<file path="config.mk">
export PLATFORM = sky130hd
export DESIGN_NAME = navigation_mission_supervisor_fsm
export DESIGN_NICKNAME = d
export VERILOG_FILES = /design/src/rtl/navms_pkg.sv /design/src/rtl/navigation_mission_supervisor_fsm.sv
export VERILOG_INCLUDE_DIRS = /design/src /design/src/rtl
export SDC_FILE = /design/constraint.sdc
export NUM_CORES = 1
export LEC_CHECK = 0
export BUFFER_PORTS_ARGS = -buffer_cell sky130_fd_sc_hd__buf_2
export CORE_ASPECT_RATIO = 0.75
export CORE_MARGIN = 2
export CORE_UTILIZATION = 50
export DETAILED_ROUTE_END_ITERATION = 7
export PLACE_DENSITY = 0.82
export SKIP_CTS_REPAIR_TIMING = 1
export SYNTH_ARGS = -nofsm -noshare
export SYNTH_HDL_FRONTEND = slang
export SYNTH_SLANG_ARGS = --single-unit
</file>
<file path="constraint.sdc">
create_clock -name clk_i -period 10.6 [get_ports clk_i]
set_clock_uncertainty 0.1 [all_clocks]
set_input_delay 1.06 -clock clk_i [delete_from_list [all_inputs] [get_ports clk_i]]
set_output_delay 1.06 -clock clk_i [all_outputs]
set_load 0.05 [all_outputs]
</file>
<file path="src/rtl/navigation_mission_supervisor_fsm_defines.svh">
// Assertion macros shared by the RTL
`ifndef NAVIGATION_MISSION_SUPERVISOR_FSM_DEFINES_SVH
`define NAVIGATION_MISSION_SUPERVISOR_FSM_DEFINES_SVH

`ifndef SYNTHESIS
`define NAVMS_ASSERT(label, clk, rst_n, prop) \
  label: assert property (@(posedge clk) disable iff (!rst_n) prop) \
    else $error("navms assertion failed");
`define NAVMS_ASSERT_ALWAYS(label, clk, prop) \
  label: assert property (@(posedge clk) prop) \
    else $error("navms assertion failed");
`else
`define NAVMS_ASSERT(label, clk, rst_n, prop)
`define NAVMS_ASSERT_ALWAYS(label, clk, prop)
`endif

`endif

</file>
<file path="src/rtl/navms_pkg.sv">
package navms_pkg;

  localparam int unsigned StatWidthDef = 32;
  localparam int unsigned CntWidth     = 8;
  localparam int unsigned TotWidth     = 32;
  localparam int unsigned CfgIdxWidth  = 1;

  typedef enum logic [2:0] {
    StIdle    = 3'd0,
    StPlan    = 3'd1,
    StFollow  = 3'd2,
    StReached = 3'd3,
    StRecover = 3'd4,
    StFailed  = 3'd5
  } state_e;

  typedef enum logic [3:0] {
    EvGoal       = 4'd0,
    EvPlanOk     = 4'd1,
    EvPlanFail   = 4'd2,
    EvReached    = 4'd3,
    EvBlocked    = 4'd4,
    EvStuck      = 4'd5,
    EvFollowFail = 4'd6,
    EvOdomJump   = 4'd7,
    EvRecDone    = 4'd8,
    EvRecFail    = 4'd9,
    EvCancel     = 4'd10
  } event_e;

  typedef enum logic [2:0] {
    FxNone    = 3'd0,
    FxPlan    = 3'd1,
    FxFollow  = 3'd2,
    FxStop    = 3'd3,
    FxRecover = 3'd4
  } effect_e;

  typedef enum logic [CfgIdxWidth-1:0] {
    CfgPlanRetryLimit = 1'd0,
    CfgRecoveryLimit  = 1'd1
  } cfg_reg_e;

  typedef struct packed {
    logic    ok;
    state_e  nxt;
    effect_e fx;
  } trans_t;

  localparam trans_t TransNone = '{ok: 1'b0, nxt: StIdle, fx: FxNone};

  function automatic trans_t mk(state_e nxt, effect_e fx);
    trans_t t;
    t.ok  = 1'b1;
    t.nxt = nxt;
    t.fx  = fx;
    return t;
  endfunction

  // Base transition table, before retry limits are applied.
  function automatic trans_t trans_lookup(state_e st, logic [3:0] ev);
    trans_t t;
    t = TransNone;
    case (st)
      StIdle, StReached, StFailed: begin
        case (ev)
          EvGoal:   t = mk(StPlan, FxPlan);
          EvCancel: t = mk(StIdle, FxNone);
          default:  t = TransNone;
        endcase
      end
      StPlan: begin
        case (ev)
          EvGoal:     t = mk(StPlan, FxPlan);
          EvPlanOk:   t = mk(StFollow, FxFollow);
          EvPlanFail: t = mk(StFailed, FxStop);
          EvCancel:   t = mk(StIdle, FxStop);
          default:    t = TransNone;
        endcase
      end
      StFollow: begin
        case (ev)
          EvGoal, EvOdomJump:  t = mk(StPlan, FxPlan);
          EvReached:           t = mk(StReached, FxStop);
          EvBlocked, EvStuck:  t = mk(StRecover, FxStop);
          EvFollowFail:        t = mk(StFailed, FxStop);
          EvCancel:            t = mk(StIdle, FxStop);
          default:             t = TransNone;
        endcase
      end
      StRecover: begin
        case (ev)
          EvReached:          t = mk(StReached, FxStop);
          EvBlocked, EvStuck: t = mk(StRecover, FxStop);
          EvRecDone:          t = mk(StFollow, FxFollow);
          EvRecFail:          t = mk(StFailed, FxStop);
          EvCancel:           t = mk(StIdle, FxStop);
          default:            t = TransNone;
        endcase
      end
      default: t = TransNone;
    endcase
    return t;
  endfunction

endpackage

</file>
<file path="src/rtl/navigation_mission_supervisor_fsm.sv">
// Each event beat that is taken yields a registered result beat in the next cycle.
// Throughput: one event per cycle; the result register is the only stage,
// and a new event is taken whenever that register is empty or being drained.
// Reset: asynchronous, active low; state returns to idle, counters and totals
// clear, both limits return to 3, no result is pending.
`include "navigation_mission_supervisor_fsm_defines.svh"

module navigation_mission_supervisor_fsm #(
  parameter int unsigned StatWidth = navms_pkg::StatWidthDef
) (
  input  logic                                clk_i,
  input  logic                                rst_ni,
  input  logic                                cfg_valid_i,
  output logic                                cfg_ready_o,
  input  logic [navms_pkg::CfgIdxWidth-1:0]   cfg_index_i,
  input  logic [navms_pkg::CntWidth-1:0]      cfg_data_i,
  input  logic                                in_valid_i,
  output logic                                in_stall_o,
  input  logic [3:0]                          event_code_i,
  output logic                                out_valid_o,
  input  logic                                out_stall_i,
  output logic                                accepted_o,
  output logic [2:0]                          from_state_o,
  output logic [2:0]                          to_state_o,
  output logic [2:0]                          effect_o,
  output logic [navms_pkg::CntWidth-1:0]      recoveries_used_o,
  output logic [navms_pkg::CntWidth-1:0]      plan_fail_run_o,
  output logic [navms_pkg::TotWidth-1:0]      plan_fail_total_o,
  output logic [navms_pkg::TotWidth-1:0]      recovery_total_o,
  output logic [navms_pkg::TotWidth-1:0]      plan_request_total_o
);

  localparam int unsigned CntW = navms_pkg::CntWidth;
  localparam int unsigned TotW = navms_pkg::TotWidth;

  navms_pkg::state_e     state_q, state_d;
  logic [CntW-1:0]       plan_retry_limit_q, recovery_limit_q;
  logic [CntW-1:0]       rec_cnt_q, rec_cnt_d;
  logic [CntW-1:0]       pf_cnt_q, pf_cnt_d;
  logic [StatWidth-1:0]  pf_sum_q, pf_sum_d;
  logic [StatWidth-1:0]  rec_sum_q, rec_sum_d;
  logic [StatWidth-1:0]  req_sum_q, req_sum_d;

  logic                  out_valid_q;
  logic                  accepted_q, accepted_d;
  navms_pkg::state_e     from_q;
  navms_pkg::state_e     to_q, to_d;
  navms_pkg::effect_e    fx_q, fx_d;
  logic [CntW-1:0]       rec_used_q, pf_run_q;
  logic [StatWidth-1:0]  pf_tot_q, rec_tot_q, req_tot_q;

  navms_pkg::trans_t     ent;
  logic                  in_fire, out_fire;
  logic                  pf_inc, rec_inc, req_inc;

  assign cfg_ready_o = 1'b1;
  assign in_stall_o  = out_valid_q && out_stall_i;
  assign in_fire     = in_valid_i && !in_stall_o;
  assign out_fire    = out_valid_q && !out_stall_i;

  always_ff @(posedge clk_i or negedge rst_ni) begin
    if (!rst_ni) begin
      plan_retry_limit_q <= CntW'(3);
      recovery_limit_q   <= CntW'(3);
    end else if (cfg_valid_i && cfg_ready_o) begin
      case (navms_pkg::cfg_reg_e'(cfg_index_i))
        navms_pkg::CfgPlanRetryLimit: plan_retry_limit_q <= cfg_data_i;
        navms_pkg::CfgRecoveryLimit:  recovery_limit_q   <= cfg_data_i;
        default: ;
      endcase
    end
  end

  always_comb begin
    ent        = navms_pkg::trans_lookup(state_q, event_code_i);
    state_d    = state_q;
    to_d       = state_q;
    fx_d       = navms_pkg::FxNone;
    accepted_d = ent.ok;
    rec_cnt_d  = rec_cnt_q;
    pf_cnt_d   = pf_cnt_q;
    pf_inc     = 1'b0;
    rec_inc    = 1'b0;
    req_inc    = 1'b0;
    if (ent.ok) begin
      to_d = ent.nxt;
      fx_d = ent.fx;
      case (state_q)
        navms_pkg::StIdle, navms_pkg::StReached, navms_pkg::StFailed: begin
          if (event_code_i == navms_pkg::EvGoal) begin
            rec_cnt_d = '0;
            pf_cnt_d  = '0;
          end
        end
        navms_pkg::StPlan: begin
          if (event_code_i == navms_pkg::EvPlanOk) begin
            pf_cnt_d = '0;
          end else if (event_code_i == navms_pkg::EvPlanFail) begin
            if (pf_cnt_q != '1) begin
              pf_cnt_d = pf_cnt_q + CntW'(1);
            end
            pf_inc = 1'b1;
            if (pf_cnt_d <= plan_retry_limit_q) begin
              to_d = navms_pkg::StPlan;
              fx_d = navms_pkg::FxPlan;
            end
          end
        end
        navms_pkg::StFollow: begin
          if (event_code_i == navms_pkg::EvBlocked || event_code_i == navms_pkg::EvStuck) begin
            if (rec_cnt_q >= recovery_limit_q) begin
              to_d = navms_pkg::StFailed;
              fx_d = navms_pkg::FxStop;
            end else begin
              rec_cnt_d = rec_cnt_q + CntW'(1);
              rec_inc   = 1'b1;
            end
          end
        end
        navms_pkg::StRecover: begin
          if (event_code_i == navms_pkg::EvRecFail && rec_cnt_q < recovery_limit_q) begin
            rec_cnt_d = rec_cnt_q + CntW'(1);
            rec_inc   = 1'b1;
            to_d      = navms_pkg::StRecover;
            fx_d      = navms_pkg::FxRecover;
          end
        end
        default: ;
      endcase
      req_inc = (to_d == navms_pkg::StPlan) && (fx_d == navms_pkg::FxPlan);
      state_d = to_d;
    end
    pf_sum_d  = (pf_inc && pf_sum_q != '1) ? pf_sum_q + StatWidth'(1) : pf_sum_q;
    rec_sum_d = (rec_inc && rec_sum_q != '1) ? rec_sum_q + StatWidth'(1) : rec_sum_q;
    req_sum_d = (req_inc && req_sum_q != '1) ? req_sum_q + StatWidth'(1) : req_sum_q;
  end

  always_ff @(posedge clk_i or negedge rst_ni) begin
    if (!rst_ni) begin
      state_q   <= navms_pkg::StIdle;
      rec_cnt_q <= '0;
      pf_cnt_q  <= '0;
      pf_sum_q  <= '0;
      rec_sum_q <= '0;
      req_sum_q <= '0;
    end else if (in_fire) begin
      state_q   <= state_d;
      rec_cnt_q <= rec_cnt_d;
      pf_cnt_q  <= pf_cnt_d;
      pf_sum_q  <= pf_sum_d;
      rec_sum_q <= rec_sum_d;
      req_sum_q <= req_sum_d;
    end
  end

  always_ff @(posedge clk_i or negedge rst_ni) begin
    if (!rst_ni) begin
      out_valid_q <= 1'b0;
    end else if (in_fire) begin
      out_valid_q <= 1'b1;
    end else if (out_fire) begin
      out_valid_q <= 1'b0;
    end
  end

  always_ff @(posedge clk_i) begin
    if (in_fire) begin
      accepted_q <= accepted_d;
      from_q     <= state_q;
      to_q       <= to_d;
      fx_q       <= fx_d;
      rec_used_q <= rec_cnt_d;
      pf_run_q   <= pf_cnt_d;
      pf_tot_q   <= pf_sum_d;
      rec_tot_q  <= rec_sum_d;
      req_tot_q  <= req_sum_d;
    end
  end

  // totals are reported in the low bits, zero-extended when narrower
  logic [StatWidth+TotW-1:0] pf_tot_ext, rec_tot_ext, req_tot_ext;
  assign pf_tot_ext  = {TotW'(0), pf_tot_q};
  assign rec_tot_ext = {TotW'(0), rec_tot_q};
  assign req_tot_ext = {TotW'(0), req_tot_q};

  assign out_valid_o          = out_valid_q;
  assign accepted_o           = accepted_q;
  assign from_state_o         = from_q;
  assign to_state_o           = to_q;
  assign effect_o             = fx_q;
  assign recoveries_used_o    = rec_used_q;
  assign plan_fail_run_o      = pf_run_q;
  assign plan_fail_total_o    = pf_tot_ext[TotW-1:0];
  assign recovery_total_o     = rec_tot_ext[TotW-1:0];
  assign plan_request_total_o = req_tot_ext[TotW-1:0];

  `NAVMS_ASSERT(a_reject_no_move, clk_i, rst_ni, out_valid_q && !accepted_q |-> to_q == from_q && fx_q == navms_pkg::FxNone)
  `NAVMS_ASSERT(a_state_tracks_result, clk_i, rst_ni, in_fire |=> out_valid_q && state_q == to_q)
  `NAVMS_ASSERT(a_idle_holds_state, clk_i, rst_ni, !in_fire |=> $stable(state_q) && $stable(rec_cnt_q) && $stable(pf_cnt_q))

endmodule

</file>
==> flow_summary_export.csv <==
group,metric,value,unit
grt,grt_overflow,0,
floorplanning,io_pins,143,
power,share_comb_of_total_power,0.173,
floorplanning,dieArea,0.0269,sq mm
floorplanning,core-area,0.0250,sq mm
route,route.detailed.drc,0,
power,swShare,0.298,
synth,synth_area_leaders,"edfxtp_1 29%, dfrtp_1 25%, xnor2_1 6.8%",
placement,place_congestion,0.865,
synth,synth-simple-area-share,0.193,
final_layout,nNetsFinal,1323,
floorplanning,num_rows,50,
route,num_vias,9117,
power,p_leak,6.38,nW
route,routed_wl,27100,um
synth,synthesis.nets,1203,
power,pwr-share-seq,0.455,
placement,port_buffers,141,
critical_path,start_kind,"flip-flop",
synth,synth_adder_area_share,0.0213,
grt,grt_first_pass_wirelength,44600,um
clock_network,numCtsBuffers,26,
hold_path,min-delay-path-class,"reg -> reg",
timing,worst_pin_slew,0.910,ns
timing,layout_setup_ws,6.07,ns
synth,synthDominantCellAreaShare,0.287,
clock_network,clk_pin_slew_worst_paths,0.06,ns
final_layout,syn_to_final_growth,14.1,%
critical_path,worst_path_max_delay_cell,"nand2_2",
timing,rsz0062_at_grt,"false",
critical_path,cp_slowest_stage_delay,0.61,ns
clock_network,clock-sinks,254,
grt,grt_max_degree,88,
run_status,status,"complete, no violations",
route,dr.pass1.iters,5,
critical_path,crit_chain,"ha_1 > nand4_1 > nand4_1 > xor2_1 > inv_1 > ha_1 > nand3_1 > o221a_2 > o211ai_1 > a21oi_2 > o32a_2 > nand2_2 > nor2_1 > mux2_1",
clock_network,cts_tree,"done",
synth,ys.warnings.count,0,
route,vias_per_cell,5.55,
power,clkPwrFrac,0.373,
critical_path,path_max_fanout,40,
critical_path,endpoint_kind,"flip-flop",
clock_network,htree_levels,1,
route,drtIter0Drc,762,
power,p_per_area,176,mW/mm^2
synth,synth_seq_cells,254,
final_layout,utilization,0.583,
floorplanning,die_w,189,um
synth,synth_area,0.0128,sq mm
synth,synth_mux_area_frac,0.0166,
grt,antenna_found_initial,2,
critical_path,arrival,4.71,ns
synth,yosysMostFrequentCell,"dfrtp_1",
synth,netlist-cell-type-count,76,
route,wl_per_cell,16.5,um
grt,grt_usage,0.204,
placement,pre_cts_ws,6.08,ns
synth,syn_area_per_cell,11.0,sq um
synth,synth_commonest_cells,"128 x dfrtp_1, 122 x edfxtp_1, 122 x nand2_1, 99 x xnor2_1, 91 x xor2_1",
floorplanning,fp.dieH,142,um
power,switchingPower,0.765,mW
synth,async_flop_share,0.520,
timing,drv_slew,0,
clock_network,clock_latency,0.53,ns
final_layout,finalNonFillerCells,1643,
final_layout,fillers,2084,
power,internal-power,1.80,mW
synth,seq_area_frac_synth,0.546,
route,ant_nets,0,
power,ir_worst_vdd,0.000121,V
power,power.total,2.56,mW
synth,yosysTopAreaCell,"edfxtp_1",
synth,synth_ff_type,"dfrtp_1",
timing,max_freq,221,MHz
floorplanning,start_util,0.511,
timing,finalHoldViolCount,0,
timing,final-setup-viol-count,0,
placement,dp_hpwl,18500,um
clock_network,cts_root_buf,"clkbuf_16",
timing,fin_tns_setup,0,ns
synth,synth_xor_area_frac,0.130,
synth,synth_edf_count,122,
critical_path,worstPathRequired,10.78,ns
timing,period_needed,4.53,ns
run,max-cap-violations,0,
synth,synth_top_family_by_area,"simple AND/OR/NAND/NOR gates",
synth,synth_compound_area_frac,0.0600,
clock_network,clk_path_buf_depth,3,
final_layout,drive_gt1_frac,0.184,
timing,period_share,0.427,
grt,grt_pass1_vias,8515,
placement,dpl.cell_count,1594,
timing,slew_headroom,0.393,
critical_path,critPathKind,"reg -> reg",
synth,synth_cells,1164,
cells by family after synthesis:
logic type | after synthesis
AND/OR/NAND/NOR | 470
flip-flops | 254
XOR/XNOR | 190
AO/OA/AOI/OAI | 116
buffers and inverters | 92
adder cells (fa/ha/maj) | 22
multiplexers | 19
other | 1
stage by stage:
| stage | instance area [sq um] | hold slack, ns |
|---|---|---|
| floorplan | 12800 | 0.347 |
| global placement | 13700 | 0.392 |
| detailed placement | 13700 | 0.395 |
| CTS | 14600 | 0.408 |
| global route | 14600 | 0.429 |
| finish | 14600 | 0.407 |
power by group through the flow:
stage	Sequential, mW	Combinational (mW)	Clock, mW
after floorplan	1.26	0.261	0
after global placement	1.18	0.434	0
after detailed placement	1.18	0.438	0
after CTS	1.16	0.441	0.974
after global routing	1.17	0.483	1.01
final	1.17	0.442	0.955
registers in the layout, indices dropped and copies added, names as in the netlist:
signal / flops
plan_request_total_o: 32
rec_sum_q: 32
state_q: 3
from_state_o: 3
pf_cnt_q: 8
out_valid_o: 1
req_sum_q: 32
recovery_total_o: 32
plan_retry_limit_q: 8
recovery_limit_q: 8
effect_o: 3
accepted_o: 1
rec_cnt_q: 8
plan_fail_run_o: 8
recoveries_used_o: 8
plan_fail_total_o: 32
pf_sum_q: 32
to_state_o: 3
routing by layer:
layer  vias to the layer above  share of wire  track usage
met3                        30          0.071       0.0330
met2                       338           0.44        0.307
met4                         2          0.014       0.0395
li1                       4349              -            -
met1                      4398           0.48        0.313
met5                         -        0.00026            0
critical path: cells and delay by family (launching register included):
family	cells	cell delay, ns
fa+ha+maj	2	0.56
buf+inv	1	0.09
simple gates	5	1.45
mux	1	0.35
flops	1	0.48
xor+xnor	1	0.20
compound gates	4	1.01
area by class of cell:
type / instances / area (sq um) / area share
Clock buffer: 30 / 686 / 0.0470
Multi-Input combinational cell: 818 / 5390 / 0.370
Clock inverter: 18 / 214 / 0.0147
Inverter: 39 / 151 / 0.0104
Timing Repair Buffer: 145 / 742 / 0.0509
Sequential cell: 254 / 6970 / 0.478
Tap cell: 338 / 423 / 0.0290
Antenna cell: 1 / 2.50 / 0.000172
path summary, 6_finish.rpt:
check                           slack, ns                      end                start  depth (start not counted)
worst max-delay path                 6.07  plan_request_total_o[1]          pf_cnt_q[0]                         14
worst min-delay path                 0.41      recovery_limit_q[4]  recovery_limit_q[4]                          1
worst max register to register       6.07  plan_request_total_o[1]          pf_cnt_q[0]                         14
worst min register to register       0.41      recovery_limit_q[4]  recovery_limit_q[4]                          1
max in group asynchronous            8.67             rec_sum_q[3]               rst_ni                          2
min in group asynchronous            0.45            req_sum_q[19]               rst_ni                          1
layout by cell type (no fill, tap or decap), drive strengths merged, types with 28 or more instances in the layout:
cell type and instances:
a21oi 31, dfrtp 128, xor2 91, nand3 70, buf 145, nand4 34
and3 28, nor2 88, xnor2 99, inv 41, nor3 46, clkbuf 30
edfxtp 122, nand2 125, o21ai 31
No activity file was read; power rests on OpenSTA's default activity.
